--- src/hdl/ltlb_pkg.sv ---
// Shared types and constants for the LRU translation lookaside buffer.
package ltlb_pkg;

  localparam int ENTRIES = 16;
  localparam int AGE_W   = $clog2(ENTRIES);
  localparam int KEY_W   = 32;
  localparam int ADDR_W  = 32;
  localparam int CMD_W   = 2;

  localparam logic [AGE_W-1:0] AGE_MAX = AGE_W'(ENTRIES - 1);

  typedef enum logic [CMD_W-1:0] {
    CMD_LOOKUP = 2'd0,
    CMD_ADD    = 2'd1,
    CMD_FLUSH  = 2'd2
  } cmd_t;

  typedef logic [AGE_W-1:0] age_t;

endpackage

--- src/hdl/ltlb_ifs.sv ---
// Valid/ready channel interfaces for the LRU translation lookaside buffer.
interface ltlb_in_if;
  logic                          valid;
  logic                          ready;
  logic [ltlb_pkg::CMD_W-1:0]    cmd;
  logic [ltlb_pkg::KEY_W-1:0]    vkey;
  logic [ltlb_pkg::ADDR_W-1:0]   paddr;

  modport source (output valid, output cmd, output vkey, output paddr, input ready);
  modport sink   (input valid, input cmd, input vkey, input paddr, output ready);
endinterface

interface ltlb_out_if;
  logic                          valid;
  logic                          ready;
  logic                          hit;
  logic [ltlb_pkg::ADDR_W-1:0]   found_addr;

  modport source (output valid, output hit, output found_addr, input ready);
  modport sink   (input valid, input hit, input found_addr, output ready);
endinterface

--- src/hdl/lru_translation_lookaside_buffer.sv ---
// Fully associative LRU translation lookaside buffer, top level.
// A word is taken into an input register, then its key is compared against
// every valid entry in parallel, the recency ranks and entries are updated and
// the result lands in an output register. The block takes one word per cycle;
// the parallel key compare and the most-recent-match select across all ENTRIES
// entries set the clock period. It stalls only when the output register is
// full and not being taken. A lookup returns hit and the stored address (zero
// on a miss); add, flush and the unused command return hit 0 and address 0.
// Add writes a new most-recent entry into the lowest free slot or over the
// least recent entry when full; flush clears every entry at once.
module lru_translation_lookaside_buffer (
  input  logic        clk,
  input  logic        rst_n,
  ltlb_in_if.sink     in_chan,
  ltlb_out_if.source  out_chan
);
  import ltlb_pkg::*;

  logic              s1_v_r;
  cmd_t              s1_cmd_r;
  logic [KEY_W-1:0]  s1_vkey_r;
  logic [ADDR_W-1:0] s1_paddr_r;

  logic [KEY_W-1:0]  entry_key_r  [ENTRIES];
  logic [ADDR_W-1:0] entry_addr_r [ENTRIES];
  logic [ENTRIES-1:0] entry_valid_r, entry_valid_nxt;
  age_t              entry_age_r  [ENTRIES];
  age_t              entry_age_nxt[ENTRIES];

  logic              out_v_r;
  logic              out_hit_r, out_hit_nxt;
  logic [ADDR_W-1:0] out_addr_r, out_addr_nxt;

  logic               advance;
  logic [ENTRIES-1:0] match, best, free_slot, victim, wr_sel;
  logic               hit_any, full;
  age_t               best_age;
  logic [ADDR_W-1:0]  hit_addr;

  assign advance       = s1_v_r && (!out_v_r || out_chan.ready);
  assign in_chan.ready = !s1_v_r || advance;

  // Hold the accepted word until it moves to the output register.
  always_ff @(posedge clk) begin
    if (!rst_n) begin
      s1_v_r <= 1'b0;
    end else if (in_chan.valid && in_chan.ready) begin
      s1_v_r <= 1'b1;
    end else if (advance) begin
      s1_v_r <= 1'b0;
    end
  end

  always_ff @(posedge clk) begin
    if (in_chan.valid && in_chan.ready) begin
      s1_cmd_r   <= cmd_t'(in_chan.cmd);
      s1_vkey_r  <= in_chan.vkey;
      s1_paddr_r <= in_chan.paddr;
    end
  end

  // Compare, pick the most recent match, and locate free and victim slots.
  always_comb begin
    match     = '0;
    best      = '0;
    free_slot = '0;
    victim    = '0;
    best_age  = '0;
    hit_addr  = '0;
    for (int i = 0; i < ENTRIES; i++) begin
      match[i]  = entry_valid_r[i] && (entry_key_r[i] == s1_vkey_r);
      victim[i] = (entry_age_r[i] == AGE_MAX);
    end
    for (int i = 0; i < ENTRIES; i++) begin
      best[i]      = match[i];
      free_slot[i] = !entry_valid_r[i];
      for (int j = 0; j < ENTRIES; j++) begin
        if (j != i && match[j] && ((entry_age_r[j] < entry_age_r[i]) ||
            ((entry_age_r[j] == entry_age_r[i]) && (j < i)))) begin
          best[i] = 1'b0;
        end
        if (j < i && !entry_valid_r[j]) begin
          free_slot[i] = 1'b0;
        end
      end
    end
    for (int i = 0; i < ENTRIES; i++) begin
      if (best[i]) begin
        best_age = best_age | entry_age_r[i];
        hit_addr = hit_addr | entry_addr_r[i];
      end
    end
  end

  assign hit_any = |match;
  assign full    = &entry_valid_r;

  always_comb begin
    entry_valid_nxt = entry_valid_r;
    entry_age_nxt   = entry_age_r;
    wr_sel          = '0;
    out_hit_nxt     = 1'b0;
    out_addr_nxt    = '0;
    case (s1_cmd_r)
      CMD_LOOKUP: begin
        if (hit_any) begin
          out_hit_nxt  = 1'b1;
          out_addr_nxt = hit_addr;
          for (int i = 0; i < ENTRIES; i++) begin
            if (best[i]) begin
              entry_age_nxt[i] = '0;
            end else if (entry_valid_r[i] && (entry_age_r[i] < best_age)) begin
              entry_age_nxt[i] = entry_age_r[i] + age_t'(1);
            end
          end
        end
      end
      CMD_ADD: begin
        wr_sel = full ? victim : free_slot;
        for (int i = 0; i < ENTRIES; i++) begin
          if (wr_sel[i]) begin
            entry_valid_nxt[i] = 1'b1;
            entry_age_nxt[i]   = '0;
          end else if (entry_valid_r[i]) begin
            entry_age_nxt[i] = entry_age_r[i] + age_t'(1);
          end
        end
      end
      CMD_FLUSH: begin
        entry_valid_nxt = '0;
        for (int i = 0; i < ENTRIES; i++) begin
          entry_age_nxt[i] = '0;
        end
      end
      default: begin
      end
    endcase
  end

  always_ff @(posedge clk) begin
    if (!rst_n) begin
      entry_valid_r <= '0;
      for (int i = 0; i < ENTRIES; i++) begin
        entry_age_r[i] <= '0;
      end
    end else if (advance) begin
      entry_valid_r <= entry_valid_nxt;
      entry_age_r   <= entry_age_nxt;
    end
  end

  always_ff @(posedge clk) begin
    for (int i = 0; i < ENTRIES; i++) begin
      if (advance && wr_sel[i]) begin
        entry_key_r[i]  <= s1_vkey_r;
        entry_addr_r[i] <= s1_paddr_r;
      end
    end
  end

  // Present the result; drop it once taken.
  always_ff @(posedge clk) begin
    if (!rst_n) begin
      out_v_r <= 1'b0;
    end else if (advance) begin
      out_v_r <= 1'b1;
    end else if (out_chan.ready) begin
      out_v_r <= 1'b0;
    end
  end

  always_ff @(posedge clk) begin
    if (advance) begin
      out_hit_r  <= out_hit_nxt;
      out_addr_r <= out_addr_nxt;
    end
  end

  assign out_chan.valid      = out_v_r;
  assign out_chan.hit        = out_hit_r;
  assign out_chan.found_addr = out_addr_r;

endmodule

--- src/flat_wrapper.sv ---
// flat-port wrapper written by rule: the top's interface ports become plain ports
module lru_translation_lookaside_buffer_flat import ltlb_pkg::*;
  (clk, rst_n, in_chan_valid, in_chan_cmd, in_chan_vkey, in_chan_paddr, in_chan_ready, out_chan_valid, out_chan_hit, out_chan_found_addr, out_chan_ready);
  ltlb_in_if in_chan_i ();
  ltlb_out_if out_chan_i ();
  input  logic clk;
  input  logic rst_n;
  input wire logic [$bits(in_chan_i.valid)-1:0] in_chan_valid;
  input wire logic [$bits(in_chan_i.cmd)-1:0] in_chan_cmd;
  input wire logic [$bits(in_chan_i.vkey)-1:0] in_chan_vkey;
  input wire logic [$bits(in_chan_i.paddr)-1:0] in_chan_paddr;
  output wire logic [$bits(in_chan_i.ready)-1:0] in_chan_ready;
  output wire logic [$bits(out_chan_i.valid)-1:0] out_chan_valid;
  output wire logic [$bits(out_chan_i.hit)-1:0] out_chan_hit;
  output wire logic [$bits(out_chan_i.found_addr)-1:0] out_chan_found_addr;
  input wire logic [$bits(out_chan_i.ready)-1:0] out_chan_ready;
  assign in_chan_i.valid = in_chan_valid;
  assign in_chan_i.cmd = in_chan_cmd;
  assign in_chan_i.vkey = in_chan_vkey;
  assign in_chan_i.paddr = in_chan_paddr;
  assign in_chan_ready = in_chan_i.ready;
  assign out_chan_valid = out_chan_i.valid;
  assign out_chan_hit = out_chan_i.hit;
  assign out_chan_found_addr = out_chan_i.found_addr;
  assign out_chan_i.ready = out_chan_ready;
  lru_translation_lookaside_buffer u_core (.clk(clk), .rst_n(rst_n), .in_chan(in_chan_i), .out_chan(out_chan_i));
endmodule
--- config.mk ---
export PLATFORM = sky130hd
export DESIGN_NAME = lru_translation_lookaside_buffer_flat
export DESIGN_NICKNAME = d
export VERILOG_FILES = /design/src/hdl/ltlb_pkg.sv /design/src/hdl/ltlb_ifs.sv /design/src/hdl/lru_translation_lookaside_buffer.sv /design/src/flat_wrapper.sv
export SDC_FILE = /design/constraint.sdc
export NUM_CORES = 2
export LEC_CHECK = 0
export ABC_AREA = 0
export BUFFER_PORTS_ARGS = -buffer_cell sky130_fd_sc_hd__clkbuf_2
export CAP_MARGIN = 5
export CORE_MARGIN = 2
export CORE_UTILIZATION = 45
export DETAILED_ROUTE_END_ITERATION = 10
export PLACE_DENSITY = 0.72
export SYNTH_ARGS = -nofsm -noshare
export SYNTH_HDL_FRONTEND = slang
export SYNTH_SLANG_ARGS = --single-unit
--- constraint.sdc ---
create_clock -name clk -period 18.9 [get_ports clk]
set_input_delay 0.945 -clock clk [delete_from_list [all_inputs] [get_ports clk]]
set_output_delay 0.945 -clock clk [all_outputs]
set_load 0.01 [all_outputs]
# --- After elaboration in Yosys (flattened, before gate mapping) ---
# Memory sizes are Yosys's and may differ from the RTL's.
# Cells that the tools add are included.
word_totals:
  register_bits: 181
  ram_bits: 1024
  input_bits: 70
  wordCells: 1530
  n_memories: 2
op_classes:
  addsub: 16
  n_lt_le_gt_ge: 256
  eq_ne: 203
  mux: 514
  n_bitwise: 30
  reduce_logical: 470
memory_table:
  columns: ["name", "words", "word_bits", "read_ports", "rd_clocked_by_memory_dff", "write_ports", "line_no", "text"]
  rows:
  - ["u_core.entry_addr_r", 16, 32, 16, 0, 16, "lru_translation_lookaside_buffer.sv:25", "logic [ADDR_W-1:0] entry_addr_r [ENTRIES];"]
  - ["u_core.entry_key_r", 16, 32, 16, 0, 16, "lru_translation_lookaside_buffer.sv:24", "logic [KEY_W-1:0] entry_key_r [ENTRIES];"]
op_table:
  columns: ["op", "count"]
  rows:
  - ["less-than comparator 4 bit", 256]
  - ["equality test 32 bit", 16]
  - ["two-way mux 32 bit", 16]
  - ["equality test 4 bit", 120]
  - ["bitwise OR 32 bit", 15]
  - ["two-way mux 1 bit", 413]
  - ["two-way mux 4 bit", 80]
  - ["logical AND 1 bit", 290]
  - ["case mux 64 bit (3 select lines)", 1]
  - ["logical OR 1 bit", 122]
  - ["!= test 3 x 1 -> 1 bit, second input constant", 32]
  - ["AND reduction 5 bit", 16]
  - ["adder 4 x 1 -> 4 bit, second input constant", 16]
  - ["equality test 4 bit, second input constant", 16]
  - ["two-way mux 64 bit", 1]
  - ["bitwise OR 4 bit", 15]
  - ["AND reduction 3 bit", 16]
  - ["!= test 2 x 1 -> 1 bit, second input constant", 17]
  - ["two-way mux 16 bit", 2]
  - ["case mux 16 bit (2 select lines)", 1]
  - ["logical NOT 1 bit", 18]
  - ["AND reduction 16 bit", 1]
  - ["OR reduction 16 bit", 1]
  - ["nonzero test 2 bit", 3]
  - ["other kinds (5)", 5]

# --- Logic depth before layout (Yosys ltp) ---
logic_depth:
  depth_word: 55
  mapped_depth: 26
  mapped_depth_nobuf: 22

# --- Least setup slack after synthesis ---
# No wires, ideal clock.
synth_path:
  path_kind: "reg2reg"
  start: "register u_core.s1_vkey_r[19]"
  end: "register u_core.entry_age_r[47] (netlist bit)"
  setup_time_ns: 0.070
  arrival_ns: 6.883
  slack_ns: 11.947
  path_stages_with_launch: 24
  period_less_slack_ns: 6.953
  path_cell_list: "edfxtp_1 -> buf_2 -> xor2_1 -> or4b_1 -> or4b_1 -> or4_1 -> buf_2 -> buf_2 -> o32ai_1 -> nor4_1 -> and2_1 -> clkbuf_1 -> clkbuf_1 -> buf_1 -> a222oi_1 -> nand4_1 -> a211oi_1 -> ha_1 -> o21a_1 -> o21a_1 -> o311ai_0 -> o221ai_2 -> or4_1 -> a21oi_1"
synth_between:
  elab_chain_len: 53
  elab_cells_between_ends: 552
  classes_between: "order compare (1); eq/ne (18); mux (259); bitwise (15); reduce/logical (259)"
synth_lines:
  columns: ["element", "line_no", "text"]
  rows:
  - ["start, declared", "lru_translation_lookaside_buffer.sv:21", "logic [KEY_W-1:0] s1_vkey_r;"]
  - ["start signal, assigned", "lru_translation_lookaside_buffer.sv:57", "s1_vkey_r <= in_chan.vkey;"]
  - ["equality test 32 bit", "lru_translation_lookaside_buffer.sv:71", "match[i] = entry_valid_r[i] && (entry_key_r[i] == s1_vkey_r);"]
  - ["logical AND 1 bit", "lru_translation_lookaside_buffer.sv:71", null]
  - ["logical AND 1 bit", "lru_translation_lookaside_buffer.sv:78", "if (j != i && match[j] && ((entry_age_r[j] < entry_age_r[i]) ||"]
  - ["two-way mux 1 bit (15 in a row)", "lru_translation_lookaside_buffer.sv:78", null]
  - ["two-way mux 4 bit", "lru_translation_lookaside_buffer.sv:88", "if (best[i]) begin"]
  - ["bitwise OR 4 bit", "lru_translation_lookaside_buffer.sv:89", "best_age = best_age | entry_age_r[i];"]
  - ["two-way mux 4 bit", "lru_translation_lookaside_buffer.sv:88", null]
  - ["bitwise OR 4 bit", "lru_translation_lookaside_buffer.sv:89", null]
  - ["[23 not listed]", null, null]
  - ["bitwise OR 4 bit", "lru_translation_lookaside_buffer.sv:89", null]
  - ["two-way mux 4 bit", "lru_translation_lookaside_buffer.sv:88", null]
  - ["bitwise OR 4 bit", "lru_translation_lookaside_buffer.sv:89", null]
  - ["two-way mux 4 bit", "lru_translation_lookaside_buffer.sv:88", null]
  - ["less-than comparator 4 bit", "lru_translation_lookaside_buffer.sv:112", "end else if (entry_valid_r[i] && (entry_age_r[i] < best_age)) begin"]
  - ["logical AND 1 bit", "lru_translation_lookaside_buffer.sv:112", null]
  - ["!= test 3 x 1 -> 1 bit (no source line)", null, null]
  - ["AND reduction 5 bit (no source line)", null, null]
  - ["end signal, assigned", "lru_translation_lookaside_buffer.sv:148", "entry_age_r <= entry_age_nxt;"]
  - ["end, declared", "lru_translation_lookaside_buffer.sv:27", "age_t entry_age_r [ENTRIES];"]
# Several ways; a longest one is shown, not always the timed one. The select of a mux whose other input is x is not followed.
# A chain may end at the register's enable or synchronous reset.

# --- Final worst setup path ---
layout_path:
  start: "register u_core.s1_vkey_r[18]"
  end: "register u_core.entry_age_r[10] (netlist bit)"
# The elaborated chain is that of the path after synthesis.

==> results.json <==
{
  "status": "finished clean",
  "layout_common_cells": "edfxtp_1, ha_1, xnor2_1, a21oi_1, nand2_1",
  "design.core.area_sq_mm": 0.143,
  "grt-busiest-layer": "met2",
  "io_pins": 105,
  "port_buffers": 104,
  "clkLatencyLatePin_ns": 0.77,
  "synth_edf_count": 1123,
  "multi_input_area_sq_mm": 0.0281,
  "synth.area.mux_share": 0.00172,
  "worst_slew_pin_slew_ns": 1.40,
  "path_delay_family": "simple AND/OR/NAND/NOR gates",
  "fp.dieH_um": 383,
  "fmax_ghz": 0.126,
  "use_met3": 0.0751,
  "min_period_ns": 7.92,
  "end_kind": "register",
  "synth_fp_nets": 5834,
  "critical_path.max_fanout": 38,
  "wl_mm": 255,
  "clk_pin_slew_worst_paths_ns": 0.06,
  "finalMaxSlewViolations": 0,
  "via_per_inst": 6.73,
  "setup_tns_ns": 0,
  "root_buffer": "clkbuf_16",
  "avgRoutedWirePerCell_um": 34.2,
  "final_common_cell": "edfxtp_1",
  "synthAdderAreaFrac": 0.106,
  "antenna_found_initial": 12,
  "cts_resized": 0,
  "synth_cell_types": 82,
  "drt_iter0_markers": 7222,
  "drv_cap": 0,
  "grt_usage": 0.341,
  "async_flop_share": 0,
  "relSlewSlack": 0.0617,
  "cts_max_path_buffers": 3,
  "hold_class": "in -> reg",
  "seqCellArea_sq_mm": 0.0354,
  "grt_max_degree": 73,
  "synth_xor_area_frac": 0.0670,
  "ys_seq_elements": 1205,
  "p_clk_frac": 0.418,
  "cp.arrival_ns": 8.62,
  "htree_num_levels": 3,
  "critical-path-max-stage-delay_ns": 0.97,
  "cp_num_buf_inv": 3,
  "dr_total_vias": 50100,
  "met1_usage": 0.467,
  "p_leak_uw": 0.0233,
  "cp_common_cell": "buf_4",
  "synth-main-ff-cell": "edfxtp_1",
  "die_area_sq_mm": 0.147,
  "p_comb_frac": 0.059,
  "dpl.hpwl_mm": 169,
  "internal_power_uw": 4390,
  "grt_pass1_wl_mm": 357,
  "synthSimpleGateAreaFrac": 0.117,
  "cp.required_ns": 19.60,
  "cts_setup_buffers": 0,
  "dr.pass1.iters": 9,
  "drtAntennaViolNets": 0,
  "dieWidth_um": 383,
  "total_power_uw": 5670,
  "crit_slowest_cell": "nand3_1",
  "syn2layout_area_growth_pct": 12.1,
  "power_density_mw_per_mm2": 78.3,
  "nets": 6055,
  "syn_inst": 5216,
  "postSynthAreaPerCell_sq_um": 12.4,
  "drc": 0,
  "synth_compound_area_frac": 0.139,
  "cts_tree": "done",
  "use_met2": 0.519,
  "numCtsBuffers": 114,
  "grt_overflow": 0,
  "fillers": 12100,
  "fin_skew_ns": 0.0840,
  "path_cells": "buf_4, xor2_1, or4_1, nor4_1, nand3_1, o22ai_1, nor4_1, and2_2, buf_4, a221oi_1, nand4_1, a211oi_2, buf_4, ha_1, a211oi_1, nand2_1, o41ai_1, nand2_1, nor3b_1, o21a_1",
  "seq_power_share": 0.523,
  "crit_path_start_kind": "register",
  "initial_core_util": 0.451,
  "power_switching_uw": 1280,
  "finish.utilization": 0.506,
  "synth_top_family_by_area": "compound AO/OA/AOI/OAI gates",
  "fin_crit_sh": 0.419,
  "critPathKind": "reg -> reg",
  "num_rows": 139,
  "synthesis.area_sq_mm": 0.0646,
  "swShare": 0.226,
  "synth_warnings": 0,
  "hold_viol_final": 0,
  "rsz0062_at_grt": "false",
  "setup_viol": 0,
  "drive_above_1_share": 0.108,
  "grt_pass1_vias": 47500,
  "globalplace.congestion": 1.08,
  "numClockSinks": 1205,
  "ir_worst_vdd_mv": 0.0911,
  "hold_buffers": 0,
  "seq_area_frac_synth": 0.547
}
==> cells in the mapped netlist (12+ instances only) <==
| master | n | area, sq um |
|---|---|---|
| a311oi_1 | 21 | 184 |
| and4_1 | 16 | 140 |
| clkbuf_1 | 155 | 582 |
| nor4_1 | 110 | 688 |
| buf_2 | 32 | 160 |
| a211oi_1 | 21 | 158 |
| a22oi_1 | 99 | 743 |
| nor2b_1 | 97 | 607 |
| or4b_1 | 13 | 130 |
| o2bb2ai_1 | 20 | 175 |
| o32ai_1 | 68 | 596 |
| xnor2_1 | 419 | 3670 |
| o2111ai_1 | 14 | 123 |
| a21oi_1 | 249 | 1250 |
| nor3_1 | 99 | 495 |
| a41oi_1 | 51 | 447 |
| a21o_1 | 63 | 473 |
| nor2_1 | 133 | 499 |
| and3_1 | 52 | 325 |
| a221oi_1 | 41 | 359 |
| or3_1 | 45 | 282 |
| o21a_1 | 92 | 691 |
| o22ai_1 | 72 | 450 |
| ha_1 | 548 | 6860 |
| nand3_1 | 83 | 415 |
| nand2_1 | 220 | 826 |
| or2_2 | 20 | 125 |
| xor2_1 | 75 | 657 |
| a41o_1 | 16 | 160 |
| o211ai_1 | 20 | 150 |
| a222oi_1 | 68 | 681 |
| nand4_1 | 214 | 1340 |
| dfxtp_1 | 82 | 1640 |
| inv_1 | 145 | 544 |
| a2111oi_0 | 12 | 105 |
| buf_1 | 23 | 86.3 |
| o21ai_0 | 163 | 816 |
| nand3b_1 | 15 | 113 |
| and2_1 | 29 | 181 |
| nand2b_1 | 139 | 870 |
| a22o_1 | 45 | 394 |
| or4_1 | 29 | 218 |
| edfxtp_1 | 1123 | 33700 |
==> routing by layer <==
metal  up-vias  part of all wire
li1      21100                 -
met5         -           0.00026
met4        10             0.052
met2      3337              0.44
met3       667              0.11
met1     24900              0.40
==> path summary, 6_finish.rpt <==
path / startpoint / to / slack (ns) / depth (start not counted)
min reg2reg: u_core.s1_v_r$_SDFFE_PN0P_ / u_core.out_chan.valid$_SDFFE_PN0P_ / 0.53 / 2
max reg2reg: u_core.s1_vkey_r[18]$_DFFE_PP_ / u_core.entry_age_r[10]$_SDFFE_PN0P_ / 10.98 / 20
max: u_core.s1_vkey_r[18]$_DFFE_PP_ / u_core.entry_age_r[10]$_SDFFE_PN0P_ / 10.98 / 20
min: in_chan_vkey[13] / u_core.s1_vkey_r[13]$_DFFE_PP_ / 0.35 / 1
==> state kept, by name, indices dropped and copies added (netlist names) <==
| signal | count |
|---|---|
| u_core.entry_addr_r | 512 |
| u_core.entry_age_r | 64 |
| u_core.entry_key_r | 512 |
| u_core.entry_valid_r | 16 |
| u_core.out_chan.found_addr | 32 |
| u_core.out_chan.hit | 1 |
| u_core.out_chan.valid | 1 |
| u_core.s1_cmd_r | 2 |
| u_core.s1_paddr_r | 32 |
| u_core.s1_v_r | 1 |
| u_core.s1_vkey_r | 32 |
==> per-stage QoR <==
| step | hold WS (ns) | area [sq um] | std cells | setup slack, ns |
|---|---|---|---|---|
| after global routing | 0.314 | 72400 | 7441 | 10.64 |
| final | 0.351 | 72400 | 7446 | 10.98 |
| after detailed placement | 0.516 | 68500 | 7224 | 11.27 |
| after floorplan | 0.486 | 64600 | 5216 | 11.95 |
| after global placement | 0.499 | 68500 | 7224 | 11.47 |
| after CTS | 0.296 | 72400 | 7441 | 11.27 |
==> area by class of cell <==
class                           count  area share
Clock buffer                      129      0.0408
Tap cell                         1903      0.0329
Sequential cell                  1205       0.488
Timing Repair Buffer              318      0.0294
Antenna cell                        5    0.000173
Clock inverter                     88      0.0136
Multi-Input combinational cell   3652       0.387
Inverter                          146     0.00757
==> power by group through the flow <==
stage	logic, uW	registers, uW	clock network (uW)
after global placement	318	3020	0
after floorplan	181	3020	0
after CTS	326	2960	2400
final	335	2960	2370
after detailed placement	324	3020	0
after global routing	353	2970	2500
==> logic make-up (layout without fill, tap and decap cells) <==
logic type	Yosys count	count (layout)
xor gates and xnor gates	494	494
and+or+nand+nor	1348	1348
buffers and inverters	359	681
adders and majority gates	548	548
muxes	10	10
AOI/OAI and AO/OA	1252	1252
other	0	5
DFF	1205	1205
No activity file was read; power rests on OpenSTA's default activity.
